===== config.mk =====
export PLATFORM = sky130hd
export DESIGN_NAME = csv_field_tokenizer
export DESIGN_NICKNAME = d
export VERILOG_FILES = /design/src/design/cft_pkg.sv /design/src/design/cft_parse_core.sv /design/src/design/csv_field_tokenizer.sv
export SDC_FILE = /design/constraint.sdc
export NUM_CORES = 1
export LEC_CHECK = 0
export ABC_CLOCK_PERIOD_IN_PS = 5100
export BUFFER_PORTS_ARGS = -buffer_cell sky130_fd_sc_hd__buf_2
export CAP_MARGIN = 20
export CORE_UTILIZATION = 50
export CTS_CLUSTER_SIZE = 20
export DETAILED_ROUTE_END_ITERATION = 10
export GPL_ROUTABILITY_DRIVEN = 1
export PLACE_DENSITY = 0.72
export SETUP_SLACK_MARGIN = 0.15
export SYNTH_ARGS = -nofsm -noshare
export SYNTH_HDL_FRONTEND = slang
export SYNTH_SLANG_ARGS = --single-unit

===== constraint.sdc =====
create_clock -name clock -period 5.1 [get_ports clock]
set_clock_uncertainty 0.15 [all_clocks]
set_input_delay 1.02 -clock clock [delete_from_list [all_inputs] [get_ports clock]]
set_output_delay 1.02 -clock clock [all_outputs]
set_load 0.01 [all_outputs]

===== src/design/cft_pkg.sv =====
// ----------------------------------------------------------------------------
// cft_pkg
// Shared types and constants for the CSV field tokenizer.
// ----------------------------------------------------------------------------
package cft_pkg;

   localparam int unsigned MAX_FIELDS_DEFAULT = 255;

   localparam logic [7:0] CH_QUOTE  = 8'h22;
   localparam logic [7:0] CH_NL     = 8'h0A;
   localparam logic [7:0] CH_COMMA  = 8'h2C;
   localparam logic [7:0] CH_BSLASH = 8'h5C;
   localparam logic [7:0] CH_END    = 8'h00;

   localparam logic [1:0] STATUS_OK        = 2'd0;
   localparam logic [1:0] STATUS_MALFORMED = 2'd1;
   localparam logic [1:0] STATUS_OVERFLOW  = 2'd2;

   typedef enum logic [5:0] {
      MODE_START    = 6'b000001,
      MODE_BARE     = 6'b000010,
      MODE_QUOTED   = 6'b000100,
      MODE_Q_BSLASH = 6'b001000,
      MODE_Q_QUOTE  = 6'b010000,
      MODE_SKIP     = 6'b100000
   } mode_type;

   typedef struct packed {
      logic [1:0] content_count;
      logic [7:0] content_first;
      logic [7:0] content_second;
      logic       field_end;
      logic       row_end;
      logic [1:0] row_status;
      logic [8:0] error_field;
      logic [7:0] fields_so_far;
   } result_type;

endpackage


===== src/design/cft_parse_core.sv =====
// ----------------------------------------------------------------------------
// cft_parse_core
// Parser state (mode, field count, row started) and the one-byte step logic.
// ----------------------------------------------------------------------------
module cft_parse_core #(
   parameter int unsigned MAX_FIELDS = cft_pkg::MAX_FIELDS_DEFAULT
) (
   input  logic               clock,
   input  logic               reset,
   input  logic               step,
   input  logic [7:0]         data_byte,
   output cft_pkg::result_type result
);

   localparam int unsigned LIMIT   = (MAX_FIELDS < 255) ? MAX_FIELDS : 255;
   localparam logic [7:0]  LIMIT_B = 8'(LIMIT);
   localparam logic [8:0]  LIMIT_ERR = 9'(LIMIT + 1);

   cft_pkg::mode_type mode_ff, mode_in;
   logic [7:0]        total_ff, total_in;
   logic              started_ff, started_in;

   logic [7:0] total_inc;
   logic [7:0] total_after;
   logic [8:0] err_acc;
   logic       acc, fin, is_term;
   logic [1:0] st;
   logic [8:0] err;
   logic [1:0] cnt;
   logic [7:0] c0, c1;
   cft_pkg::mode_type nmode;

   assign total_inc = (total_ff == 8'hFF) ? total_ff : total_ff + 8'd1;
   assign err_acc   = {1'b0, total_inc} + 9'd1;
   assign is_term   = (data_byte == cft_pkg::CH_NL) || (data_byte == cft_pkg::CH_END);

   always_comb begin
      acc   = 1'b0;
      fin   = 1'b0;
      st    = cft_pkg::STATUS_OK;
      err   = '0;
      cnt   = 2'd0;
      c0    = '0;
      c1    = '0;
      nmode = mode_ff;
      unique case (mode_ff)
         cft_pkg::MODE_BARE: begin
            if (data_byte == cft_pkg::CH_COMMA) begin
               acc   = 1'b1;
               nmode = cft_pkg::MODE_START;
            end else if (data_byte == cft_pkg::CH_NL) begin
               acc = 1'b1;
               fin = 1'b1;
            end else if (data_byte == cft_pkg::CH_END) begin
               acc = 1'b1;
               fin = 1'b1;
               st  = cft_pkg::STATUS_MALFORMED;
               err = err_acc;
            end else begin
               cnt = 2'd1;
               c0  = data_byte;
            end
         end
         cft_pkg::MODE_QUOTED: begin
            if (is_term) begin
               acc = 1'b1;
               fin = 1'b1;
               st  = cft_pkg::STATUS_MALFORMED;
               err = err_acc;
            end else if (data_byte == cft_pkg::CH_BSLASH) begin
               nmode = cft_pkg::MODE_Q_BSLASH;
            end else if (data_byte == cft_pkg::CH_QUOTE) begin
               nmode = cft_pkg::MODE_Q_QUOTE;
            end else begin
               cnt = 2'd1;
               c0  = data_byte;
            end
         end
         cft_pkg::MODE_Q_BSLASH: begin
            cnt = 2'd1;
            c0  = cft_pkg::CH_BSLASH;
            if (data_byte == cft_pkg::CH_QUOTE) begin
               cnt   = 2'd2;
               c1    = cft_pkg::CH_QUOTE;
               nmode = cft_pkg::MODE_QUOTED;
            end else if (is_term) begin
               acc = 1'b1;
               fin = 1'b1;
               st  = cft_pkg::STATUS_MALFORMED;
               err = err_acc;
            end else if (data_byte == cft_pkg::CH_BSLASH) begin
               nmode = cft_pkg::MODE_Q_BSLASH;
            end else begin
               cnt   = 2'd2;
               c1    = data_byte;
               nmode = cft_pkg::MODE_QUOTED;
            end
         end
         cft_pkg::MODE_Q_QUOTE: begin
            if (data_byte == cft_pkg::CH_QUOTE) begin
               cnt   = 2'd2;
               c0    = cft_pkg::CH_QUOTE;
               c1    = cft_pkg::CH_QUOTE;
               nmode = cft_pkg::MODE_QUOTED;
            end else if (data_byte == cft_pkg::CH_COMMA) begin
               acc   = 1'b1;
               nmode = cft_pkg::MODE_START;
            end else if (data_byte == cft_pkg::CH_NL) begin
               acc = 1'b1;
               fin = 1'b1;
            end else begin
               acc = 1'b1;
               fin = 1'b1;
               st  = cft_pkg::STATUS_MALFORMED;
               err = err_acc;
            end
         end
         default: begin
            if (data_byte == cft_pkg::CH_END) begin
               fin = 1'b1;
               if (!started_ff) begin
                  st  = cft_pkg::STATUS_MALFORMED;
                  err = 9'd1;
               end
            end else if (total_ff >= LIMIT_B) begin
               fin = 1'b1;
               st  = cft_pkg::STATUS_OVERFLOW;
               err = LIMIT_ERR;
            end else if (data_byte == cft_pkg::CH_QUOTE) begin
               nmode = cft_pkg::MODE_QUOTED;
            end else if (data_byte == cft_pkg::CH_COMMA) begin
               acc   = 1'b1;
               nmode = cft_pkg::MODE_START;
            end else if (data_byte == cft_pkg::CH_NL) begin
               acc = 1'b1;
               fin = 1'b1;
            end else begin
               cnt   = 2'd1;
               c0    = data_byte;
               nmode = cft_pkg::MODE_BARE;
            end
         end
      endcase
   end

   assign total_after = acc ? total_inc : total_ff;

   always_comb begin
      result     = '0;
      mode_in    = mode_ff;
      total_in   = total_ff;
      started_in = started_ff;
      if (mode_ff == cft_pkg::MODE_SKIP) begin
         if (is_term) begin
            mode_in    = cft_pkg::MODE_START;
            total_in   = '0;
            started_in = 1'b0;
         end
      end else begin
         result.content_count  = cnt;
         result.content_first  = c0;
         result.content_second = c1;
         result.field_end      = acc;
         result.fields_so_far  = total_after;
         if (fin) begin
            result.row_end     = 1'b1;
            result.row_status  = st;
            result.error_field = err;
            total_in           = '0;
            started_in         = 1'b0;
            mode_in            = (st != cft_pkg::STATUS_OK && !is_term) ?
                                 cft_pkg::MODE_SKIP : cft_pkg::MODE_START;
         end else begin
            total_in   = total_after;
            started_in = 1'b1;
            mode_in    = nmode;
         end
      end
   end

   always_ff @(posedge clock) begin
      if (reset) begin
         mode_ff    <= cft_pkg::MODE_START;
         total_ff   <= '0;
         started_ff <= 1'b0;
      end else if (step) begin
         mode_ff    <= mode_in;
         total_ff   <= total_in;
         started_ff <= started_in;
      end
   end

   a_count_le_limit: assert property (@(posedge clock) disable iff (reset)
      total_ff <= LIMIT_B)
      else $error("field count above limit");

   a_skip_quiet: assert property (@(posedge clock) disable iff (reset)
      (step && mode_ff == cft_pkg::MODE_SKIP) |-> (result == '0))
      else $error("result while skipping");

   a_row_end_clears: assert property (@(posedge clock) disable iff (reset)
      (step && result.row_end) |=> (total_ff == '0 && !started_ff))
      else $error("row end did not clear state");

endmodule


===== src/design/csv_field_tokenizer.sv =====
// ----------------------------------------------------------------------------
// csv_field_tokenizer
// Splits one CSV line per row into fields, one byte per request.
// ----------------------------------------------------------------------------
// Usage:
//   req_* carries one line byte per request (0 ends a buffer without newline).
//   rsp_* carries one result per request: content bytes of the current field
//   (0..2), field close, and on rsp_tlast the row status and error field.
//   Each request passes through the input register, then the result register.
//   Throughput: one request per cycle while the receiver takes results; the
//   single step logic between the two registers handles each byte in full.
//   A request is still taken while a result waits on a stalled receiver, as
//   long as the input register is free; with both registers full, req_tready
//   drops until rsp_tready returns. Results never drop or repeat.
//   Reset clears the parser to the start of a row with no fields and empties
//   both registers.
//   MAX_FIELDS sets the per-row field limit (capped at 255).
// ----------------------------------------------------------------------------
module csv_field_tokenizer #(
   parameter int unsigned MAX_FIELDS = cft_pkg::MAX_FIELDS_DEFAULT
) (
   input  logic        clock,
   input  logic        reset,
   input  logic        req_tvalid,
   output logic        req_tready,
   input  logic [7:0]  req_tdata,   // [7:0] data_byte
   output logic        rsp_tvalid,
   input  logic        rsp_tready,
   output logic [39:0] rsp_tdata,   // [1:0] content_count, [9:2] content_first,
                                    // [17:10] content_second, [18] field_end,
                                    // [20:19] row_status, [29:21] error_field,
                                    // [37:30] fields_so_far, [39:38] zero
   output logic        rsp_tlast    // row_end
);

   logic                in_v_ff, in_v_in;
   logic [7:0]          in_byte_ff;
   logic                out_v_ff, out_v_in;
   cft_pkg::result_type out_ff;
   cft_pkg::result_type step_res;
   logic                advance;
   logic                step;

   assign advance    = !out_v_ff || rsp_tready;
   assign req_tready = !in_v_ff || advance;
   assign step       = in_v_ff && advance;

   cft_parse_core #(
      .MAX_FIELDS (MAX_FIELDS)
   ) u_core (
      .clock     (clock),
      .reset     (reset),
      .step      (step),
      .data_byte (in_byte_ff),
      .result    (step_res)
   );

   always_comb begin
      in_v_in = in_v_ff;
      if (req_tvalid && req_tready) begin
         in_v_in = 1'b1;
      end else if (advance) begin
         in_v_in = 1'b0;
      end
      out_v_in = advance ? in_v_ff : out_v_ff;
   end

   always_ff @(posedge clock) begin
      if (reset) begin
         in_v_ff  <= 1'b0;
         out_v_ff <= 1'b0;
      end else begin
         in_v_ff  <= in_v_in;
         out_v_ff <= out_v_in;
      end
   end

   always_ff @(posedge clock) begin
      if (req_tvalid && req_tready) begin
         in_byte_ff <= req_tdata;
      end
      if (step) begin
         out_ff <= step_res;
      end
   end

   assign rsp_tvalid = out_v_ff;
   assign rsp_tlast  = out_ff.row_end;
   assign rsp_tdata  = {2'b00, out_ff.fields_so_far, out_ff.error_field,
                        out_ff.row_status, out_ff.field_end,
                        out_ff.content_second, out_ff.content_first,
                        out_ff.content_count};

   a_step_fills_out: assert property (@(posedge clock) disable iff (reset)
      step |=> out_v_ff)
      else $error("stepped request lost");

   a_status_needs_end: assert property (@(posedge clock) disable iff (reset)
      (out_v_ff && out_ff.row_status != cft_pkg::STATUS_OK) |-> out_ff.row_end)
      else $error("status without row end");

   a_ok_no_error: assert property (@(posedge clock) disable iff (reset)
      (out_v_ff && out_ff.row_status == cft_pkg::STATUS_OK) |->
      (out_ff.error_field == '0))
      else $error("error field on ok row");

   a_content_zeroed: assert property (@(posedge clock) disable iff (reset)
      (out_v_ff && out_ff.content_count != 2'd2) |-> (out_ff.content_second == '0))
      else $error("stale second content byte");

endmodule

==> impl_metrics.yaml, run 1 <==
status:
  status: "complete, no violations"
routing:
  avgRoutedWirePerCell_um: 16.54
  post_drt_via_cell_ratio: 6.088
  first_pass_iters: 5
  drtIter0Drc: 361
  totalWireLength_um: 8503
  antenna_left: 0
  drc: 0
  vias: 3129
die:
  ioPinCount: 55
  core_area_um2: 6869
  dieHeight_um: 86.67
  die_area_um2: 7512
  die_w_um: 86.67
  start_util_pct: 52.19
  num_rows: 30
synth:
  synth_cell_types: 58
  synth_area_um2: 3585
  synth_mux_area_share_pct: 1.466
  synthCells: 373
  yosys.area_share.simple_pct: 25.31
  synth_area_leaders: "edfxtp_1 (39%), dfxtp_1 (9.5%), nor2_1 (3.9%)"
  synthFlopType: "edfxtp_1"
  ys.warnings.count: 0
  avgSynthCellArea_um2: 9.610
  synth.ff_latch_count: 64
  synthAdderAreaFrac_pct: 0.6981
  synth_top_family_by_area: "simple AND/OR/NAND/NOR gates"
  synth_most_common_cell: "edfxtp_1"
  synth_seq_area_share_pct: 48.87
  synth_xor_area_share_pct: 3.176
  synth_compound_area_share_pct: 16.30
  async_flop_share_pct: 0
  netlist_top_cells_count: "edfxtp_1 (47), nor2_1 (37), a21oi_1 (25), nand2_1 (25), nand3_1 (22)"
  yosys.area.top_type_share_pct: 39.37
  synth_area_leader_cell: "edfxtp_1"
  synth_edf_count: 47
placed_design:
  gp_congestion: 0.9134
  io_buffers: 52
  hpwl_um: 6060
final_layout:
  nNetsFinal: 427
  drive_above_1_share_pct: 19.14
  syn_to_final_growth_pct: 14.56
  fillCellCount: 612
  diodes: 0
  postLayoutCoreUtil_pct: 59.78
clock_network:
  cts_tree: "done"
  cts_root_buf: "clkbuf_8"
  clockBufferDepth: 2
  cts_buffers: 9
  clkTransAtPathRegs_ns: 0.07
  post_cts_resized: 0
  clock_sinks: 64
  cts-htree-levels: 3
  clk-insertion-delay-late_ns: 0.35
  post_cts_buffers: 0
  cts_hold_buf: 0
setup_path:
  arrival_ns: 2.99
  worstPathRequired_ns: 5.04
  cp-start-kind: "flip-flop"
  worstSetupEndpointType: "flip-flop"
  reg2reg_slack_ns: 2.04
  cp_max_fo: 14
  path_class: "flip-flop to flip-flop"
sta:
  drv_slew: 0
  finalCritPeriodShare_pct: 59.92
  fmax_ghz: 0.3273
  tightest_slew_ns: 1.067
  setup_viol_count_final: 0
  hold_viol: 0
  min_period_ns: 3.056
  rsz0062_at_grt: "no"
  relSlewSlack_pct: 28.58
  fin_tns_setup_ns: 0
power:
  p_leak_nw: 1.514
  power_density_nw_per_um2: 300.3
  max-vdd-ir-drop_uv: 163.8
grt:
  grt_pass1_wl_um: 13470
  antenna_found_initial: 0
  gr-total-overflow: 0
  grt_pass1_vias: 2673
  grt_max_degree: 43
  grt_use_total_pct: 23.87
run:
  drv_cap: 0
worst_hold_path:
  min_path_type: "flip-flop to flip-flop"
sequential cells by signal, summed over array words and instances (netlist names):
name,flops
rsp_tdata,38
in_byte_ff,8
u_core.total_ff,8
u_core.mode_ff,6
in_v_ff,1
rsp_tlast,1
rsp_tvalid,1
u_core.started_ff,1
critical path: stages (launching register included):
cell      delay (ns)
dfxtp_1         0.41
nor2_1          0.35
and3_1          0.49
a21oi_1         0.18
o211ai_1        0.87
and3_1          0.27
o21ai_0         0.08
cells in the final DEF (no fill, tap or decap), types with 3 or more instances in the layout:
cell and n:
nor2b_1 4, o31ai_1 3, and3_1 15, a21oi_1 25, o211ai_1 12, nor2_1 37, o21ai_0 20, edfxtp_1 47
a211oi_1 4, a31oi_1 6, nand4_1 14, clkbuf_8 9, bufinv_16 3, and2_1 8, nor4_1 4, nand2_1 25
buf_2 52, nor3_1 13, inv_1 3, xnor2_1 11, nand2b_1 3, nand3_1 22, dfxtp_1 17, or3_1 5
o211a_1 3, buf_4 3, mux2i_1 3
stage by stage:
stage | cell area, um^2 | std cells | hold WS (ns) | power [W] | setup WS [ns]
6_report | 4106 | 514 | 0.3712 | 0.001233 | 2.044
5_1_grt | 4106 | 514 | 0.4041 | 0.001274 | 1.783
4_1_cts | 4106 | 514 | 0.3714 | 0.001237 | 2.124
3_5_place_dp | 3864 | 498 | 0.3533 | 0.0007125 | 2.110
3_3_place_gp | 3864 | 498 | 0.3469 | 0.0007097 | 2.172
2_1_floorplan | 3588 | 374 | 0.2955 | 0.0006786 | 0.6376
layout make-up:
type	instances	area [um^2]	area share (%)
clock inverter	7	118.9	2.895
inverter	3	11.26	0.2742
timing repair buffer	55	282.8	6.886
sequential	64	1752	42.66
multi-input combinational	280	1698	41.35
clock buffer	9	123.9	3.016
tap	96	120.1	2.925
power breakdown:
part / switching (W) / internal [W] / leakage, nW
Combinational: 0.0000640 / 0.0000395 / 0.826
Sequential: 0.0000174 / 0.000582 / 0.570
Clock: 0.000205 / 0.000325 / 0.117
Total: 0.000286 / 0.000947 / 1.51
routing by layer:
layer,vias to the layer above,global-route usage (%),wire length (um)
met5,-,0,0
met4,0,9.848,170
met3,18,5.810,639
met2,159,35.14,3811
met1,1462,33.64,3881
li1,1490,-,-
final timing paths:
path | start | to | cells after the start
max | u_core.mode_ff[1] | rsp_tdata[34] | 6
min | in_v_ff | rsp_tvalid | 2
max reg2reg | u_core.mode_ff[1] | rsp_tdata[34] | 6
min reg2reg | in_v_ff | rsp_tvalid | 2
cells by family after synthesis:
logic type,after synthesis
simple gates,168
compound gates,90
flops,64
buf+inv,30
xor+xnor,13
mux,5
fa+ha+maj,2
other cells,1
Note: power is estimated with default switching activity, not from simulation.
==> run 2: changes to the inputs <==
--- a/config.mk
+++ b/config.mk
@@ -5,14 +5,14 @@
 export SDC_FILE = /design/constraint.sdc
 export NUM_CORES = 1
 export LEC_CHECK = 0
-export ABC_CLOCK_PERIOD_IN_PS = 5100
+export ABC_CLOCK_PERIOD_IN_PS = 2400
 export BUFFER_PORTS_ARGS = -buffer_cell sky130_fd_sc_hd__buf_2
 export CAP_MARGIN = 20
 export CORE_UTILIZATION = 50
 export CTS_CLUSTER_SIZE = 20
 export DETAILED_ROUTE_END_ITERATION = 10
 export GPL_ROUTABILITY_DRIVEN = 1
-export PLACE_DENSITY = 0.72
+export PLACE_DENSITY = 0.74
 export SETUP_SLACK_MARGIN = 0.15
 export SYNTH_ARGS = -nofsm -noshare
 export SYNTH_HDL_FRONTEND = slang
==> constraint.sdc (replaced) <==
create_clock -name clock -period 2.4 [get_ports clock]
set_clock_uncertainty 0.15 [all_clocks]
set_input_delay 0.48 -clock clock [delete_from_list [all_inputs] [get_ports clock]]
set_output_delay 0.48 -clock clock [all_outputs]
set_load 0.01 [all_outputs]
==> run 2 against run 1 <==
Compared with the run above:
- the flow now finishes with violations (negative setup slack)
- clock power is 67% higher
- first-iteration DRC count is 1.4% lower
- final cell count is 14% higher
- sequential power is 110% higher
- combinational power grew to 3.3 times the previous value
- final area is 26% higher
- register-to-register slack worse by 2.1 ns
- maximum frequency is 24% higher
- sequential cell count stayed put
- global-route usage is 3.4 points higher
- count of clock-buffer cells in the layout is 1 higher
- critical path type unchanged
- critical endpoint is now u_core.total_ff[0]
- highest routed layer unchanged
==> impl_metrics.yaml, run 2 (same netlist as run 1, synthesis figures left out) <==
grt:
  grt_pass1_vias: 3109
  grt_use_total_pct: 27.32
  gr-total-overflow: 0
  grt_max_degree: 37
  grt_pass1_wl_um: 15540
  antenna_found_initial: 0
routing:
  totalWireLength_um: 10410
  post_drt_via_cell_ratio: 6.014
  vias: 3536
  drtIter0Drc: 356
  first_pass_iters: 5
  avgRoutedWirePerCell_um: 17.71
  antenna_left: 0
  drc: 0
clock_network:
  clockBufferDepth: 2
  clkTransAtPathRegs_ns: 0.07
  clk-insertion-delay-late_ns: 0.35
  cts-htree-levels: 3
  cts_hold_buf: 0
  cts_buffers: 9
  clock_sinks: 64
  cts_root_buf: "clkbuf_8"
  cts_tree: "done"
setup_path:
  cp_max_fo: 5
  arrival_ns: 2.59
  path_class: "flip-flop to flip-flop"
  worstSetupEndpointType: "flip-flop"
  cp-start-kind: "flip-flop"
  worstPathRequired_ns: 2.53
  r2r_cells: 11
placed_design:
  gp_congestion: 0.9934
  dp.cells: 548
  io_buffers: 52
  pre_cts_ws_ns: -0.05550
  hpwl_um: 6853
final_layout:
  final_cell_mix: "buf_4 (61), buf_2 (52), edfxtp_1 (47), nor2_1 (30), nand2_1 (22)"
  nNetsFinal: 501
  largest_register_ffs: 38
  syn_to_final_growth_pct: 44.15
  final_cells: 588
  fillCellCount: 436
  drive_above_1_share_pct: 44.51
  diodes: 0
  final_common_cell: "buf_4"
sta:
  rsz0062_at_grt: "yes"
  finalCritPeriodShare_pct: 102.7
  whs_ns: 0.1503
  min_period_ns: 2.465
  tightest_slew_ns: 0.6108
  setup_viol_count_final: 12
  fin_tns_setup_ns: -0.2834
  fmax_ghz: 0.4057
  drv_slew: 0
  relSlewSlack_pct: 59.13
  fin_ws_ns: -0.06468
  hold_viol: 0
status:
  status: "finished with violations"
  violations: "negative setup slack"
power:
  power_density_nw_per_um2: 480.9
  p_clk_share_pct: 35.6
  total_power_w: 0.002485
  netSwitchingFraction_pct: 25.40
  power.internal_w: 0.001854
  p_leak_nw: 1.930
  switchingPower_w: 0.0006313
  p_seq_share_pct: 50.8
  max-vdd-ir-drop_uv: 286.3
  power_frac_comb_pct: 13.6
run:
  drv_cap: 0
die:
  die_area_um2: 7512
  die_w_um: 86.67
  ioPinCount: 55
  core_area_um2: 6869
  dieHeight_um: 86.67
  start_util_pct: 52.19
  num_rows: 30
worst_hold_path:
  min_path_cells: 1
  min_path_type: "primary input to flip-flop"
run 2: cell types whose count changed in the layout (fill, tap and decap cells not counted), moves of 7 or more:
cell / delta
a21oi_2: +10
o21ai_0: -14
nor3_1: -7
buf_4: +58
buf_6: +13
nor2_1: -7
a21oi_1: -10
run 2: power by group through the flow:
stage / registers [W] / logic [W] / clock network [W]
final: 0.00126 / 0.000338 / 0.000885
after detailed placement: 0.00128 / 0.000271 / 0
after CTS: 0.00126 / 0.000293 / 0.000900
after floorplan: 0.00130 / 0.000151 / 0
after global routing: 0.00127 / 0.000365 / 0.000940
after global placement: 0.00128 / 0.000269 / 0
run 2: worst max-delay path, cell delays in order, from the launching register on:
cell and delay, ns:
dfxtp_2 0.33, or4_4 0.58, nor3b_4 0.25, a21oi_2 0.07
buf_4 0.14, o211ai_1 0.19, buf_4 0.17, buf_6 0.12
buf_4 0.10, buf_4 0.09, a31oi_1 0.07, a21oi_1 0.14
run 2: through the flow:
step / util (%) / instance area, um^2
2_1_floorplan: - / 3659
3_3_place_gp: 62.68 / 4305
3_5_place_dp: 62.68 / 4305
4_1_cts: 69.51 / 4775
5_1_grt: 75.23 / 5167
6_report: 75.23 / 5167
run 2: area by class of cell:
type                            instances  area, um^2  area share [%]
Tap cell                               96       120.1           2.324
Clock inverter                          6       60.06           1.162
Sequential cell                        64        1753           33.92
Inverter                                3       11.26          0.2179
Multi-Input combinational cell        280        2151           41.62
Clock buffer                           10       127.6           2.470
Timing Repair Buffer                  129       944.7           18.28
run 2: repair_timing:
action,CTS,global route
setup endpoints to repair,34,42
gates cloned,2,1
pin swaps,20,32
buffers inserted,10,11
gates resized for setup,36,71
run 2: final timing paths:
path	start	end	slack [ns]
hold / removal	req_tdata[7]	in_byte_ff[7]	0.15
setup / recovery	u_core.mode_ff[5]	u_core.total_ff[0]	-0.06
setup reg to reg	u_core.mode_ff[5]	u_core.total_ff[0]	-0.06
hold reg to reg	in_v_ff	rsp_tvalid	0.37
run 2: per-layer routing:
metal	track usage, %	share of wire, %	vias to the layer above
met5	0	0	-
met4	10.30	1.9	0
met3	5.143	6.5	20
met2	42.14	47	167
met1	38.20	44	1714
li1	-	-	1635
==> run 3: changes to the inputs <==
--- a/config.mk
+++ b/config.mk
@@ -8,6 +8,7 @@
 export ABC_CLOCK_PERIOD_IN_PS = 2400
 export BUFFER_PORTS_ARGS = -buffer_cell sky130_fd_sc_hd__buf_2
 export CAP_MARGIN = 20
+export CORE_MARGIN = 2
 export CORE_UTILIZATION = 50
 export CTS_CLUSTER_SIZE = 20
 export DETAILED_ROUTE_END_ITERATION = 10
==> run 3 against run 2 <==
Compared with the run above:
- the flow still finishes with violations (negative setup slack)
- setup slack worse by 0.067 ns
- die area rose by 4.7%
- count of clock-buffer cells in the layout down 1
- global-route usage increased by 0.051 points
- sequential share of layout area decreased by 0.96 points
- first-iteration DRC count rose by 32%
- wire length up 17%
- core utilization up 2.3 points
- critical path type unchanged
- largest cell class unchanged
==> impl_metrics.yaml, run 3 (same netlist as run 1, synthesis figures left out) <==
placed_design:
  gp_congestion: 0.9201
  dp.cells: 547
  io_buffers: 52
  hpwl_um: 6930
clock_network:
  clk-insertion-delay-late_ns: 0.36
  clockBufferDepth: 2
  clkTransAtPathRegs_ns: 0.08
  cts_root_buf: "clkbuf_8"
  cts_tree: "done"
  clock_sinks: 64
  cts_buffers: 9
  cts-htree-levels: 3
grt:
  gr-total-overflow: 0
  grt_pass1_vias: 3203
  grt_max_degree: 37
  antenna_found_initial: 0
  grt_use_total_pct: 27.37
  grt_pass1_wl_um: 16370
setup_path:
  cp_num_buf_inv: 1
  cp_max_fo: 5
  crit-reg2reg-launch: "u_core.mode_ff[3]"
  arrival_ns: 2.67
  path_delay_family: "simple AND/OR/NAND/NOR gates"
  r2r_cells: 7
  path_class: "flip-flop to flip-flop"
  crit_end: "u_core.total_ff[4]"
  cp-start-kind: "flip-flop"
  cp-startpoint: "u_core.mode_ff[3]"
  cp_num_cells: 7
  max_stage_delay_ns: 0.58
  reg2reg_slack_ns: -0.13
  worstReg2RegEnd: "u_core.total_ff[4]"
  crit_chain: "or4_4, nor3b_4, a21oi_2, o211a_4, buf_12, or4b_1, nand3_1"
  worstPathRequired_ns: 2.54
  worstSetupEndpointType: "flip-flop"
  critPathSlowestCell: "or4_4"
worst_hold_path:
  min_path_cells: 1
  min_path_type: "primary input to flip-flop"
power:
  max-vdd-ir-drop_uv: 294.6
  power_density_nw_per_um2: 477.9
  p_leak_nw: 2.015
die:
  start_util_pct: 52.19
  die_area_um2: 7862
  die_w_um: 88.67
  dieHeight_um: 88.67
  num_rows: 30
  ioPinCount: 55
  core_area_um2: 6869
final_layout:
  final_cells: 599
  nNetsFinal: 512
  fillCellCount: 421
  drive_above_1_share_pct: 47.91
  syn_to_final_growth_pct: 48.66
  diodes: 0
  final_cell_mix: "buf_4 (67), buf_2 (52), edfxtp_1 (47), nor2_1 (28), nand2_1 (22)"
  final_common_cell: "buf_4"
  largest_register_ffs: 38
sta:
  drv_slew: 0
  setup_viol_count_final: 17
  min_period_ns: 2.531
  fmax_ghz: 0.3950
  fin_ws_ns: -0.1314
  finalCritPeriodShare_pct: 105.5
  rsz0062_at_grt: "yes"
  tightest_slew_ns: 0.5842
  fin_tns_setup_ns: -0.5947
  hold_viol: 0
  relSlewSlack_pct: 61.05
routing:
  drc: 0
  totalWireLength_um: 12190
  vias: 3879
  first_pass_iters: 5
  post_drt_via_cell_ratio: 6.476
  avgRoutedWirePerCell_um: 20.35
  antenna_left: 0
  drtIter0Drc: 469
status:
  status: "finished with violations"
  violations: "negative setup slack"
run:
  drv_cap: 0
run 3: cell types whose count changed in the layout (fill, tap and decap cells not counted), sizes merged:
cell	before	now
inv	3	4
clkinv	2	3
clkbuf	10	11
buf	128	138
bufbuf	1	0
clkinvlp	3	2
run 3: worst register-to-register path, delay by kind of cell, from the launching register on:
kind / cells / cell delay, ns
compound gates: 2 / 0.35
buf+inv: 1 / 0.14
flops: 1 / 0.32
simple gates: 4 / 1.51
run 3: per-stage QoR:
stage	cell area (um^2)	hold slack (ns)	total power, W	worst slack, ns	util [%]
2_1_floorplan	3659	0.2955	0.001449	-0.04476	-
3_3_place_gp	4298	0.3572	0.001550	0.01883	62.57
3_5_place_dp	4298	0.3625	0.001557	-0.01743	62.57
4_1_cts	4818	0.1407	0.002494	-0.007525	70.15
5_1_grt	5329	0.1343	0.002632	-0.1900	77.58
6_report	5329	0.1444	0.002547	-0.1314	77.58
run 3: final cells by class:
cell class / count / area [um^2] / area share (%)
multi-input combinational: 280 / 2192 / 41.14
sequential: 64 / 1757 / 32.97
timing repair buffer: 140 / 1054 / 19.77
clock buffer: 9 / 123.9 / 2.324
tap: 96 / 120.1 / 2.254
clock inverter: 7 / 71.32 / 1.338
inverter: 3 / 11.26 / 0.2113
run 3: worst min-delay path by stage:
stage	from	end
CTS	req_tdata[3]	in_byte_ff[3]
detailed placement	in_v_ff	rsp_tvalid
finish	req_tdata[0]	in_byte_ff[0]
floorplan	u_core.started_ff	u_core.started_ff
global route	req_tdata[2]	in_byte_ff[2]
global placement	in_v_ff	rsp_tvalid
run 3: repair_timing:
item / 4_1_cts / 5_1_grt
buffers inserted: 19 / 12
setup endpoints to repair: 37 / 46
resized for setup: 43 / 82
hold buffers: 0 / 0
pin swaps: 23 / 35
cloned: 2 / 3
run 3: layer usage:
layer  global-route usage [%]  vias up  wire (um)
li1                         -     1666          -
met3                    6.063       90       1181
met1                    39.12     1806       4786
met5                        0        -          0
met4                    7.713        0        656
met2                    41.86      317       5568
run 3: power by group:
group | leakage, nW | switching [W] | internal, W | total, W
Sequential | 0.584 | 0.0000235 | 0.00123 | 0.00126
Clock | 0.0933 | 0.000448 | 0.000479 | 0.000927
Combinational | 1.34 | 0.000209 | 0.000153 | 0.000362
